===== src/rau_pkg.sv =====
// ---------------------------------------------------------------------------
// Rational arithmetic unit package
// Word types and operation codes.
// ---------------------------------------------------------------------------
package rau_pkg;
   localparam logic [3:0] FUNC_ADD = 4'd0;
   localparam logic [3:0] FUNC_SUB = 4'd1;
   localparam logic [3:0] FUNC_MUL = 4'd2;
   localparam logic [3:0] FUNC_DIV = 4'd3;
   localparam logic [3:0] FUNC_LT  = 4'd4;
   localparam logic [3:0] FUNC_LE  = 4'd5;
   localparam logic [3:0] FUNC_GT  = 4'd6;
   localparam logic [3:0] FUNC_GE  = 4'd7;
   localparam logic [3:0] FUNC_EQ  = 4'd8;
   localparam logic [3:0] FUNC_NE  = 4'd9;

   typedef struct packed {
      logic [3:0]         func;
      logic signed [31:0] a_num;
      logic [31:0]        a_den;
      logic signed [31:0] b_num;
      logic [31:0]        b_den;
   } req_type;

   typedef struct packed {
      logic signed [31:0] res_num;
      logic [31:0]        res_den;
      logic               cmp_true;
      logic               div_zero;
      logic               overflow;
   } rsp_type;

   typedef struct packed {
      logic start;
      logic busy;
      logic done;
   } div_ctl_type;
endpackage


===== src/rau_divider.sv =====
// ---------------------------------------------------------------------------
// Rational arithmetic unit divider
// Restoring radix-2 divider, one quotient bit per cycle, 64-bit operands.
// ---------------------------------------------------------------------------
module rau_divider (
   input  logic              clock,
   input  logic              reset,
   input  logic              start,
   input  logic [63:0]       dividend,
   input  logic [63:0]       divisor,
   output rau_pkg::div_ctl_type ctl,
   output logic [63:0]       quotient,
   output logic [63:0]       remainder
);
   logic [63:0] q_ff, q_in, r_ff, r_in, d_ff, d_in;
   logic [6:0]  cnt_ff, cnt_in;
   logic        busy_ff, busy_in, done_ff, done_in;
   logic [64:0] trial;

   always_comb begin
      q_in = q_ff; r_in = r_ff; d_in = d_ff;
      cnt_in = cnt_ff; busy_in = busy_ff; done_in = 1'b0;
      trial = {r_ff, q_ff[63]} - {1'b0, d_ff};
      if (start) begin
         q_in = dividend; r_in = '0; d_in = divisor;
         cnt_in = 7'd64; busy_in = 1'b1;
      end else if (busy_ff) begin
         if (!trial[64]) begin
            r_in = trial[63:0];
            q_in = {q_ff[62:0], 1'b1};
         end else begin
            r_in = {r_ff[62:0], q_ff[63]};
            q_in = {q_ff[62:0], 1'b0};
         end
         cnt_in = cnt_ff - 7'd1;
         if (cnt_ff == 7'd1) begin
            busy_in = 1'b0; done_in = 1'b1;
         end
      end
   end

   always_ff @(posedge clock) begin
      if (reset) begin
         busy_ff <= 1'b0; done_ff <= 1'b0; cnt_ff <= '0;
      end else begin
         busy_ff <= busy_in; done_ff <= done_in; cnt_ff <= cnt_in;
      end
      q_ff <= q_in; r_ff <= r_in; d_ff <= d_in;
   end

   assign ctl.start = start;
   assign ctl.busy = busy_ff;
   assign ctl.done = done_ff;
   assign quotient = q_ff;
   assign remainder = r_ff;
endmodule


===== config.mk =====
export PLATFORM = sky130hd
export DESIGN_NAME = rau_divider
export DESIGN_NICKNAME = d
export VERILOG_FILES = /design/src/rau_pkg.sv /design/src/rau_divider.sv
export SDC_FILE = /design/constraint.sdc
export NUM_CORES = 1
export LEC_CHECK = 0
export BUFFER_PORTS_ARGS = -buffer_cell sky130_fd_sc_hd__buf_2
export CAP_MARGIN = 40
export CELL_PAD_IN_SITES_DETAIL_PLACEMENT = 1
export CELL_PAD_IN_SITES_GLOBAL_PLACEMENT = 1
export CORE_MARGIN = 5
export CORE_UTILIZATION = 46
export CTS_CLUSTER_SIZE = 12
export DETAILED_ROUTE_END_ITERATION = 10
export PLACE_DENSITY_LB_ADDON = 0.1
export RECOVER_POWER = 25
export SYNTH_ARGS = -nofsm -noshare
export SYNTH_HDL_FRONTEND = slang
export SYNTH_SLANG_ARGS = --single-unit

===== constraint.sdc =====
create_clock -name clock -period 8.29 [get_ports clock]
set_input_delay 0.4145 -clock clock [delete_from_list [all_inputs] [get_ports clock]]
set_output_delay 0.4145 -clock clock [all_outputs]
set_load 0.05 [all_outputs]

# Yosys cells after proc, flatten, opt, wreduce, memory -nomap -nowiden
# Index checks and enable logic that the tools add are counted.
[totals]
output_inout_bits = 131
register_bits = 201
word_cells = 24
[op_classes]
muxes = 10
n_bitwise = 1
n_addsub = 2
reduce_logical = 3
n_eq_ne = 1
[ops]
columns = ["operator", "n"]
rows = [
  ["$mux W64", 3],
  ["$sub A65 B64 Y65", 1],
  ["$mux W7", 2],
  ["$eq A7 B1 Y1 const B", 1],
  ["$sub A7 B1 Y7 const B", 1],
  ["$mux W1", 5],
  ["$reduce_or A3 Y1", 1],
  ["$reduce_bool A2 Y1", 1],
  ["$reduce_or A2 Y1", 1],
  ["$not A1 Y1", 1],
]

# Longest topological paths before layout
# Gate-level depths: netlist (run 1).
[depth]
depth_word = 4
ltp_mapped = 15

# Least setup slack after synthesis (run 1)
# OpenSTA, ideal clock, no wires.
[synth_timing]
kind = "reg2reg"
from = "reg q_ff[63] (netlist: quotient[63])"
to = "reg r_ff[62] (netlist: remainder[62])"
setup_slack_ns = 4.926
required_time_ns = 8.199
arrival_time_ns = 3.273
n_path_buf = 2
path_stages_with_launch = 16
path_cell_list = "edfxtp_1 -> inv_1 -> ha_1 -> fa_1 -> nor2b_1 -> o31ai_1 -> a31oi_1 -> a31o_2 -> o21ai_4 -> o2111ai_2 -> a21o_2 -> and2_4 -> buf_8 -> buf_12 -> o2111ai_1 -> a311oi_1"
[synth_between]
elab_chain_cells = 2
[synth_lines]
columns = ["item", "line", "text"]
rows = [
  ["start: declaration", "rau_divider.sv:15", "logic [63:0] q_ff, q_in, r_ff, r_in, d_ff, d_in;"],
  ["start signal: assignment", "rau_divider.sv:48", "q_ff <= q_in; r_ff <= r_in; d_ff <= d_in;"],
  ["$sub A65 B64 Y65", "rau_divider.sv:23", "trial = {r_ff, q_ff[63]} - {1'b0, d_ff};"],
  ["$mux W64", "rau_divider.sv:28", "if (!trial[64]) begin"],
  ["end signal: assignment", "rau_divider.sv:48", ""],
  ["end: declaration", "rau_divider.sv:15", ""],
]
# Every way passes these cells.
# A chain may end at the register's enable or synchronous reset.

# Worst setup path after layout (run 1)
[layout_timing]
from = "reg q_ff[63] (netlist: quotient[63])"
to = "reg r_ff[8] (netlist: remainder[8])"
# Same word-level chain as after synthesis.

==> results of run 1 <==
==> power breakdown <==
part | switching [mW] | total [mW] | internal, mW
Combinational | 0.653 | 0.983 | 0.330
Clock | 0.451 | 1.13 | 0.680
Sequential | 0.0684 | 1.24 | 1.17
==> Yosys cell counts (10+ instances only) <==
cell type,n,area (um2)
mux2i_1,51,510
a21oi_1,75,375
nor3_1,20,100
edfxtp_1,128,3840
buf_2,10,50.1
ha_1,66,826
nand3_1,18,90.1
nand4_1,21,131
mux2_2,63,709
clkbuf_1,42,158
a211oi_1,61,458
xnor2_1,39,342
o21a_1,15,113
o21bai_1,14,105
a21o_1,27,203
o21ai_0,36,180
nor2_1,112,420
and3_1,12,75.1
dfxtp_1,73,1460
inv_1,91,342
nand2_1,72,270
xor2_1,23,201
==> flip-flops by register name, summed over array words and instances, names as in the netlist <==
signal     cells
busy_ff        1
d_ff          64
quotient      64
done_ff        1
remainder     64
cnt_ff         7
==> final timing paths <==
path	start	to	slack [ns]	cells past startpoint
worst max-delay path	quotient[63]$_DFFE_PP_	remainder[8]$_SDFFE_PP0P_	4.31	14
worst min-delay path	divisor[23]	d_ff[23]$_DFFE_PP_	0.05	1
worst min register to register	remainder[55]$_SDFFE_PP0P_	remainder[55]$_SDFFE_PP0P_	0.52	2
worst max register to register	quotient[63]$_DFFE_PP_	remainder[8]$_SDFFE_PP0P_	4.31	14
==> area by class of cell <==
class | count | share of cell area (%)
sequential | 201 | 37.0
tap | 335 | 2.92
clock buffer | 27 | 4.42
inverter | 92 | 2.41
multi-input combinational | 836 | 42.1
timing repair buffer | 267 | 9.63
clock inverter | 19 | 1.48
==> cell usage in the layout (no fill, tap or decap), types with 12 or more instances in the layout <==
master     Yosys  final
nor2_1       112    112
nor3_1        20     20
inv_1         91     91
xnor2_1       39     39
clkbuf_16      0     25
and3_1        12     12
xor2_1        23     23
o21a_1        15     15
a21oi_1       75     75
nand2_1       72     71
edfxtp_1     128    128
mux2_2        63     61
buf_2         10    255
nand3_1       18     18
dfxtp_1       73     72
ha_1          66     66
a21o_1        27     27
mux2i_1       51     51
o21ai_0       36     36
nand4_1       21     21
a211oi_1      61     61
o21bai_1      14     14
==> per-stage QoR <==
step / power (mW) / std cells / utilization (%)
2_1_floorplan: 1.98 / 1193 / -
3_3_place_gp: 2.21 / 1729 / 51.9
3_5_place_dp: 2.24 / 1731 / 52.1
4_1_cts: 3.39 / 1777 / 55.4
5_1_grt: 3.51 / 1777 / 55.3
6_report: 3.35 / 1777 / 55.3
==> cells by family after synthesis <==
kind of cell / Yosys count / synth area share [%]
and+or+nand+nor: 293 / 11.3
adders and majority gates: 67 / 7.03
xor gates and xnor gates: 62 / 4.52
muxes: 114 / 10.1
AOI/OAI and AO/OA: 300 / 17.1
DFF: 201 / 44.1
buffers and inverters: 156 / 5.74
==> per-layer routing <==
| layer | up-vias | global-route usage, % |
|---|---|---|
| li1 | 4830 | - |
| met1 | 4824 | 28.8 |
| met2 | 241 | 42.1 |
| met3 | 51 | 5.93 |
| met4 | 4 | 4.96 |
| met5 | - | 0 |
==> critical path: stages, from the launching register on <==
cell and delay, ns:
edfxtp_1 0.40, inv_1 0.06, ha_1 0.22, fa_1 0.41
nor2b_1 0.20, o31ai_1 0.13, a31oi_1 0.29, a31o_2 0.29
o21ai_4 0.12, o2111ai_2 0.24, a21o_2 0.22, and2_4 0.43
buf_16 0.32, mux2i_1 0.26, a211oi_1 0.09
==> impl_metrics.ini, run 1 <==
[detailed_routing]
ant_nets = 0
drt_iter0_drc = 469
wl_um = 36000
top_layer = met5
dr.pass1.iters = 4
routedWlPerCell_um = 20.3
wl_met3_um = 2380
wl_met2_um = 18000
wl_met1_um = 15000
drc_errors = 0
routed_via_density = 5.60
vias = 9950

[critical_path]
setup.worst_path.class = flip-flop to flip-flop
cp.required_ns = 8.59
start_kind = flip-flop
cp-end-kind = flip-flop
crit_fanout = 43
worstPathArrival_ns = 4.28

[floorplanning]
die_w_um = 172
core_um2 = 25900
dieHeight_um = 172
io_pins = 262
die_area_um2 = 29500
start_util_pct = 46.4
num_rows = 59

[logic_synthesis]
synth_nets = 1391
ys_async_sr_fraction_pct = 0
syn-cell-area_um2 = 12000
yosysWarnings = 0
synth_cell_types = 74
synth-edff-count = 128
syn_avg_cell_area_um2 = 10.1
synth_top_flop_cell = edfxtp_1
postSynthCellCount = 1193
synth_seq_cells = 201
yosysSeqAreaShare_pct = 44.1

[global_route]
grt_pass1_vias = 10700
grt_pass1_wl_um = 56400
grt_max_degree = 80
overflow = 0
grt_usage_pct = 23.6
antenna_found_initial = 2

[clock_network]
clk_pin_slew_ns = 0.06
hold_buffers = 0
cts_tree = done
cts_buffer_depth = 3
post_cts_resized = 0
insertion_delay_ns = 0.54
cts_buffers = 25
cts_setup_buffers = 0
cts_htree_levels = 1
root_buffer = clkbuf_16
cts_num_sinks = 201

[run_status]
violations = max-capacitance violations, max-slew violations
status = complete, but fails checks

[timing]
timing.hold.ws_ns = 0.0491
rsz0062_at_grt = false
finalHoldViolCount = 0
drv_slew = 75
tightest_slew_ns = 2.32
clock.fmax_mhz = 251
period_share_pct = 48.0
period_minus_slack_ns = 3.98
slew_headroom_pct = -54.9
setup_tns_ns = 0
setup_viol = 0
skew_ns = 0.0134
layout_setup_ws_ns = 4.31

[hold_path]
hp-class = input port to flip-flop

[layout]
drive_above_1_share_pct = 26.5
multi_input_area_um2 = 6030
nets = 1621
area_delta_synth_final_pct = 19.2
fill_cells = 2980
regArea_um2 = 5310
final_cell_area_um2 = 14300
antenna_cells = 0

[place]
routabilityCongestion = 0.857
placement.io_buffers = 261
pre_cts_ws_ns = 4.34
hpwl_um = 27000
placed_cell_area_um2 = 13500

[power]
peakVddDrop_mv = 0.149
cellPowerDensity_nw_per_um2 = 234
p_leak_nw = 6.26

[flow_run]
max-cap-violations = 2
Note: power is estimated with default switching activity, not from simulation.
==> inputs of run 2 (changes only) <==
Settings changed: CORE_UTILIZATION 46 to 38.
Clock period 8.29 ns to 3.3 ns, I/O delays scaled along.
==> run 2 against run 1 <==
  * Global-route usage shrank 0.68 points
  * Flip-flop and latch count unchanged
  * The flow now finishes without violations
  * Cell count up 15%
  * Critical path type unchanged
  * Maximum frequency increased by 27%
  * Sequential power grew to 2.5 times the previous value
  * Critical endpoint is now remainder[16]$_SDFFE_PP0P_
  * Clock power grew to 2.6 times the previous value
  * Cell area rose by 15%
  * Via count is 7.5% higher
  * Non-clock buffer count up 196
  * First-iteration DRC count shrank 7.5%
  * Total power grew to 2.7 times the previous value
  * Largest power group unchanged
  * Setup slack got worse by 4.1 ns
==> impl_metrics.ini, run 2 (same netlist as run 1, synthesis figures left out) <==
[clock_network]
cts_tree = done
cts_buffer_depth = 3
root_buffer = clkbuf_16
clk_pin_slew_ns = 0.07
cts_buffers = 26
insertion_delay_ns = 0.54
cts_htree_levels = 1
cts_num_sinks = 201

[power]
p_clk_share_pct = 33.4
seq_power_share_pct = 34.7
power_switching_mw = 3.11
intPower_mw = 5.81
cellPowerDensity_nw_per_um2 = 540
power_frac_comb_pct = 31.9
switching_share_pct = 34.9
p_leak_nw = 7.18
peakVddDrop_mv = 0.454

[floorplanning]
io_pins = 262
start_util_pct = 38.3
num_rows = 65
core_um2 = 31400
die_area_um2 = 35300
dieHeight_um = 188
die_w_um = 188

[global_route]
grt_pass1_vias = 11900
antenna_found_initial = 1
grt_usage_pct = 22.9
grt_max_degree = 157
overflow = 0
grt_pass1_wl_um = 65900

[layout]
layout_common_cells = buf_2 (257), dlygate4sd3_1 (129), edfxtp_1 (128), nor2_1 (110), inv_1 (91)
drive_above_1_share_pct = 31.0
instances_no_fill = 2043
area_delta_synth_final_pct = 37.3
fill_cells = 3486
regArea_um2 = 5320
multi_input_area_um2 = 6220
final_common_cell = buf_2
nets = 1818

[run_status]
status = completed

[critical_path]
worstPathArrival_ns = 3.56
setup.worst_path.class = flip-flop to flip-flop
cp_cell_sequence = inv_1 > ha_2 > buf_4 > o21a_1 > nor2_2 > nor3_2 > or3_4 > o21ai_4 > o2111ai_2 > a21o_2 > and2_4 > buf_12 > mux2i_2 > a211oi_2
crit_fanout = 21
cpMaxStageDelayCell = or3_4
cp-end-kind = flip-flop
cp.required_ns = 3.73
cp_slowest_stage_delay_ns = 0.38
start_kind = flip-flop

[timing]
slew_headroom_pct = 41.7
skew_ns = 0.0294
layout_setup_ws_ns = 0.168
drv_slew = 0
rsz0062_at_grt = true
clock.fmax_mhz = 319
period_share_pct = 94.9
tightest_slew_ns = 0.874
setup_tns_ns = 0
timing.hold.ws_ns = 0.262
finalHoldViolCount = 0
period_minus_slack_ns = 3.13
setup_viol = 0

[detailed_routing]
ant_nets = 0
wl_met1_um = 17500
wl_met2_um = 20900
routed_via_density = 5.24
top_layer = met4
wl_met3_um = 2230
dr.pass1.iters = 5
vias = 10700
drc_errors = 0
routedWlPerCell_um = 20.3
wl_um = 41400
drt_iter0_drc = 434

[hold_path]
hp-class = input port to flip-flop

[place]
dp_cells = 1863
placement.io_buffers = 261
pre_cts_ws_ns = -0.0437
hpwl_um = 29100
routabilityCongestion = 0.841

[flow_run]
max-cap-violations = 0
## run 2: final timing paths
| check | from | endpoint | slack, ns | cells after the start |
|---|---|---|---|---|
| setup / recovery | d_ff[16]$_DFFE_PP_ | remainder[16]$_SDFFE_PP0P_ | 0.17 | 14 |
| hold / removal | start | remainder[1]$_SDFFE_PP0P_ | 0.26 | 3 |
| setup reg to reg | d_ff[16]$_DFFE_PP_ | remainder[16]$_SDFFE_PP0P_ | 0.17 | 14 |
| hold reg to reg | cnt_ff[1]$_SDFFE_PP0P_ | cnt_ff[1]$_SDFFE_PP0P_ | 0.51 | 2 |
## run 2: power groups by stage
stage,registers (mW),logic [mW],clock network [mW]
floorplan,3.64,1.34,0
global placement,3.13,2.63,0
detailed placement,3.14,2.66,0
CTS,3.10,2.80,3.06
global route,3.13,3.08,3.16
finish,3.10,2.84,2.98
## run 2: routing by layer
layer	track usage (%)	up-vias
met1	28.0	5197
li1	-	5217
met3	5.19	44
met5	0	-
met4	4.88	0
met2	41.3	239
## run 2: worst max-delay path, delay by kind of cell (launching register included)
family          cells  cell delay, ns
simple gates        4            0.75
buf+inv             3            0.41
flops               1            0.37
fa+ha+maj           1            0.30
compound gates      5            1.02
mux                 1            0.18
## run 2: through the flow
step	area (um2)	total power [mW]	util [%]
global placement	14100	5.76	45.0
CTS	16300	8.95	52.0
floorplan	12000	4.99	-
finish	16500	8.92	52.6
global route	16500	9.37	52.6
detailed placement	14100	5.80	45.0
## run 2: timing repair
| item | 4_1_cts | 5_1_grt |
|---|---|---|
| pin swaps | 0 | 11 |
| hold buffers | 129 | 0 |
| resized for setup | 2 | 40 |
| setup endpoints to repair | 3 | 63 |
| buffers inserted | 0 | 2 |
| gates cloned | 0 | 0 |
| hold endpoints to repair | 134 | 0 |
## run 2: area by class of cell
type                       instances  area share [%]
inverter                          92            2.09
timing repair buffer             463            19.5
multi-input combinational        836            37.6
sequential                       201            32.2
tap                              402            3.05
clock inverter                    16            1.11
clock buffer                      32            4.39
antenna                            1          0.0152
==> inputs of run 3 (changes only) <==
Settings changed: CORE_UTILIZATION 38 to 30.
==> run 3 against run 2 <==
  * Setup slack worse by 0.10 ns
  * Total power grew 2.2%
  * Sequential share of layout area down 1.2 points
  * Flip-flop and latch count unchanged
  * Hold slack improved by 0.0050 ns
  * Cell area up 3.9%
  * Cell count increased by 7.7%
  * Critical path type unchanged
  * Critical endpoint is now remainder[58]$_SDFFE_PP0P_
  * Largest cell class unchanged
==> impl_metrics.ini, run 3 (same netlist as run 1, synthesis figures left out) <==
[global_route]
overflow = 0
antenna_found_initial = 3
grt_pass1_wl_um = 67200
grtUsageMet1_pct = 23.8
grt_usage_pct = 18.7
grt_max_degree = 86
grt_util_met3_pct = 5.19
grt_pass1_vias = 11800
grt_use_met2_pct = 32.4
grt_busiest_layer = met2

[timing]
period_minus_slack_ns = 3.23
tightest_slew_ns = 0.956
period_share_pct = 98.0
slew_headroom_pct = 36.3
skew_ns = 0.0214
clock.fmax_mhz = 309
drv_slew = 0
finalHoldViolCount = 0
rsz0062_at_grt = true
timing.hold.ws_ns = 0.267
setup_viol = 0

[layout]
layout_common_cells = buf_2 (256), dlygate4sd3_1 (129), edfxtp_1 (128), nor2_1 (111), buf_4 (93)
final_common_cell = buf_2
nets = 1853
regArea_um2 = 5320
multi_input_area_um2 = 6370
area_delta_synth_final_pct = 42.7
finish.utilization_pct = 43.2
fill_cells = 4544
drive_above_1_share_pct = 32.7

[floorplanning]
num_rows = 73
core_um2 = 39700
io_pins = 262
start_util_pct = 30.3
die_area_um2 = 44200
die_w_um = 210
dieHeight_um = 210

[detailed_routing]
drc_errors = 0
routedWlPerCell_um = 20.0
dr.pass1.iters = 4
routed_via_density = 4.92
drt_iter0_drc = 382
ant_nets = 0
vias = 10800
wl_um = 44000

[critical_path]
cpMaxStageDelayCell = fa_2
start_kind = flip-flop
cp_cell_sequence = inv_2 > ha_4 > fa_2 > nor2b_4 > o31ai_4 > a31oi_2 > buf_4 > a31o_4 > o21ai_4 > o2111ai_2 > a21o_2 > and2_4 > clkbuf_16 > nand4_1 > a311oi_2
cp_slowest_stage_delay_ns = 0.39
cp.required_ns = 3.77
cp-end-kind = flip-flop
setup.worst_path.class = flip-flop to flip-flop
worstPathArrival_ns = 3.70
crit_fanout = 8

[clock_network]
insertion_delay_ns = 0.56
cts_buffers = 26
cts_buffer_depth = 3
clk_pin_slew_ns = 0.06
cts_num_sinks = 201
root_buffer = clkbuf_16
cts_htree_levels = 1
cts_tree = done

[power]
p_leak_nw = 7.45
cellPowerDensity_nw_per_um2 = 531
peakVddDrop_mv = 0.398
total_power_mw = 9.12

[place]
placement.io_buffers = 261
routabilityCongestion = 0.792
hpwl_um = 31700

[flow_run]
max-cap-violations = 0

[hold_path]
hp-class = input port to flip-flop

[run_status]
status = completed
==> run 3: cell type report <==
type / count / area share, %
inverter: 92 / 2.01
timing repair buffer: 497 / 20.9
tap: 525 / 3.83
multi-input combinational: 837 / 37.1
sequential: 201 / 31.0
clock buffer: 32 / 3.98
antenna: 1 / 0.0146
clock inverter: 16 / 1.20
==> run 3: worst paths after layout <==
path	startpoint	endpoint	slack [ns]	depth (start not counted)
worst max-delay path	quotient[63]$_DFFE_PP_	remainder[58]$_SDFFE_PP0P_	0.07	15
worst max register to register	quotient[63]$_DFFE_PP_	remainder[58]$_SDFFE_PP0P_	0.07	15
worst min-delay path	start	d_ff[4]$_DFFE_PP_	0.27	1
worst min register to register	cnt_ff[1]$_SDFFE_PP0P_	cnt_ff[1]$_SDFFE_PP0P_	0.50	2
==> run 3: stage by stage <==
step | cell area (um2) | TNS (ns) | worst slack [ns] | cells
after floorplan | 12000 | 0 | 0.00694 | 1193
final | 17200 | 0 | 0.0657 | 2201
after detailed placement | 14500 | -0.136 | -0.0849 | 2010
after global routing | 17200 | -2.04 | -0.0728 | 2200
after global placement | 14500 | 0 | 0.0506 | 2010
after CTS | 16700 | 0 | 0.0120 | 2188
==> run 3: metal layers <==
layer	routed length (um)	part of all wire (%)
met2	21200	48
met5	14	0.032
met1	19400	44
met4	869	2.0
met3	2590	5.9
==> run 3: power by group <==
part | internal, mW | switching (mW)
clock | 1.79 | 1.18
sequential | 2.94 | 0.160
combinational | 1.19 | 1.85
==> run 3: repair_timing <==
item | in CTS | in global routing
cloned | 0 | 8
gates resized for setup | 4 | 64
hold endpoints to repair | 137 | 0
pin swaps | 1 | 47
setup endpoints to repair | 12 | 64
hold buffers | 129 | 0
buffers inserted | 1 | 4
==> run 3: worst max-delay path: cells and delay by family (launching register included) <==
kind	cells	cell delay (ns)
buf+inv	3	0.43
simple gates	3	0.61
fa+ha+maj	2	0.55
flops	1	0.38
compound gates	7	1.17
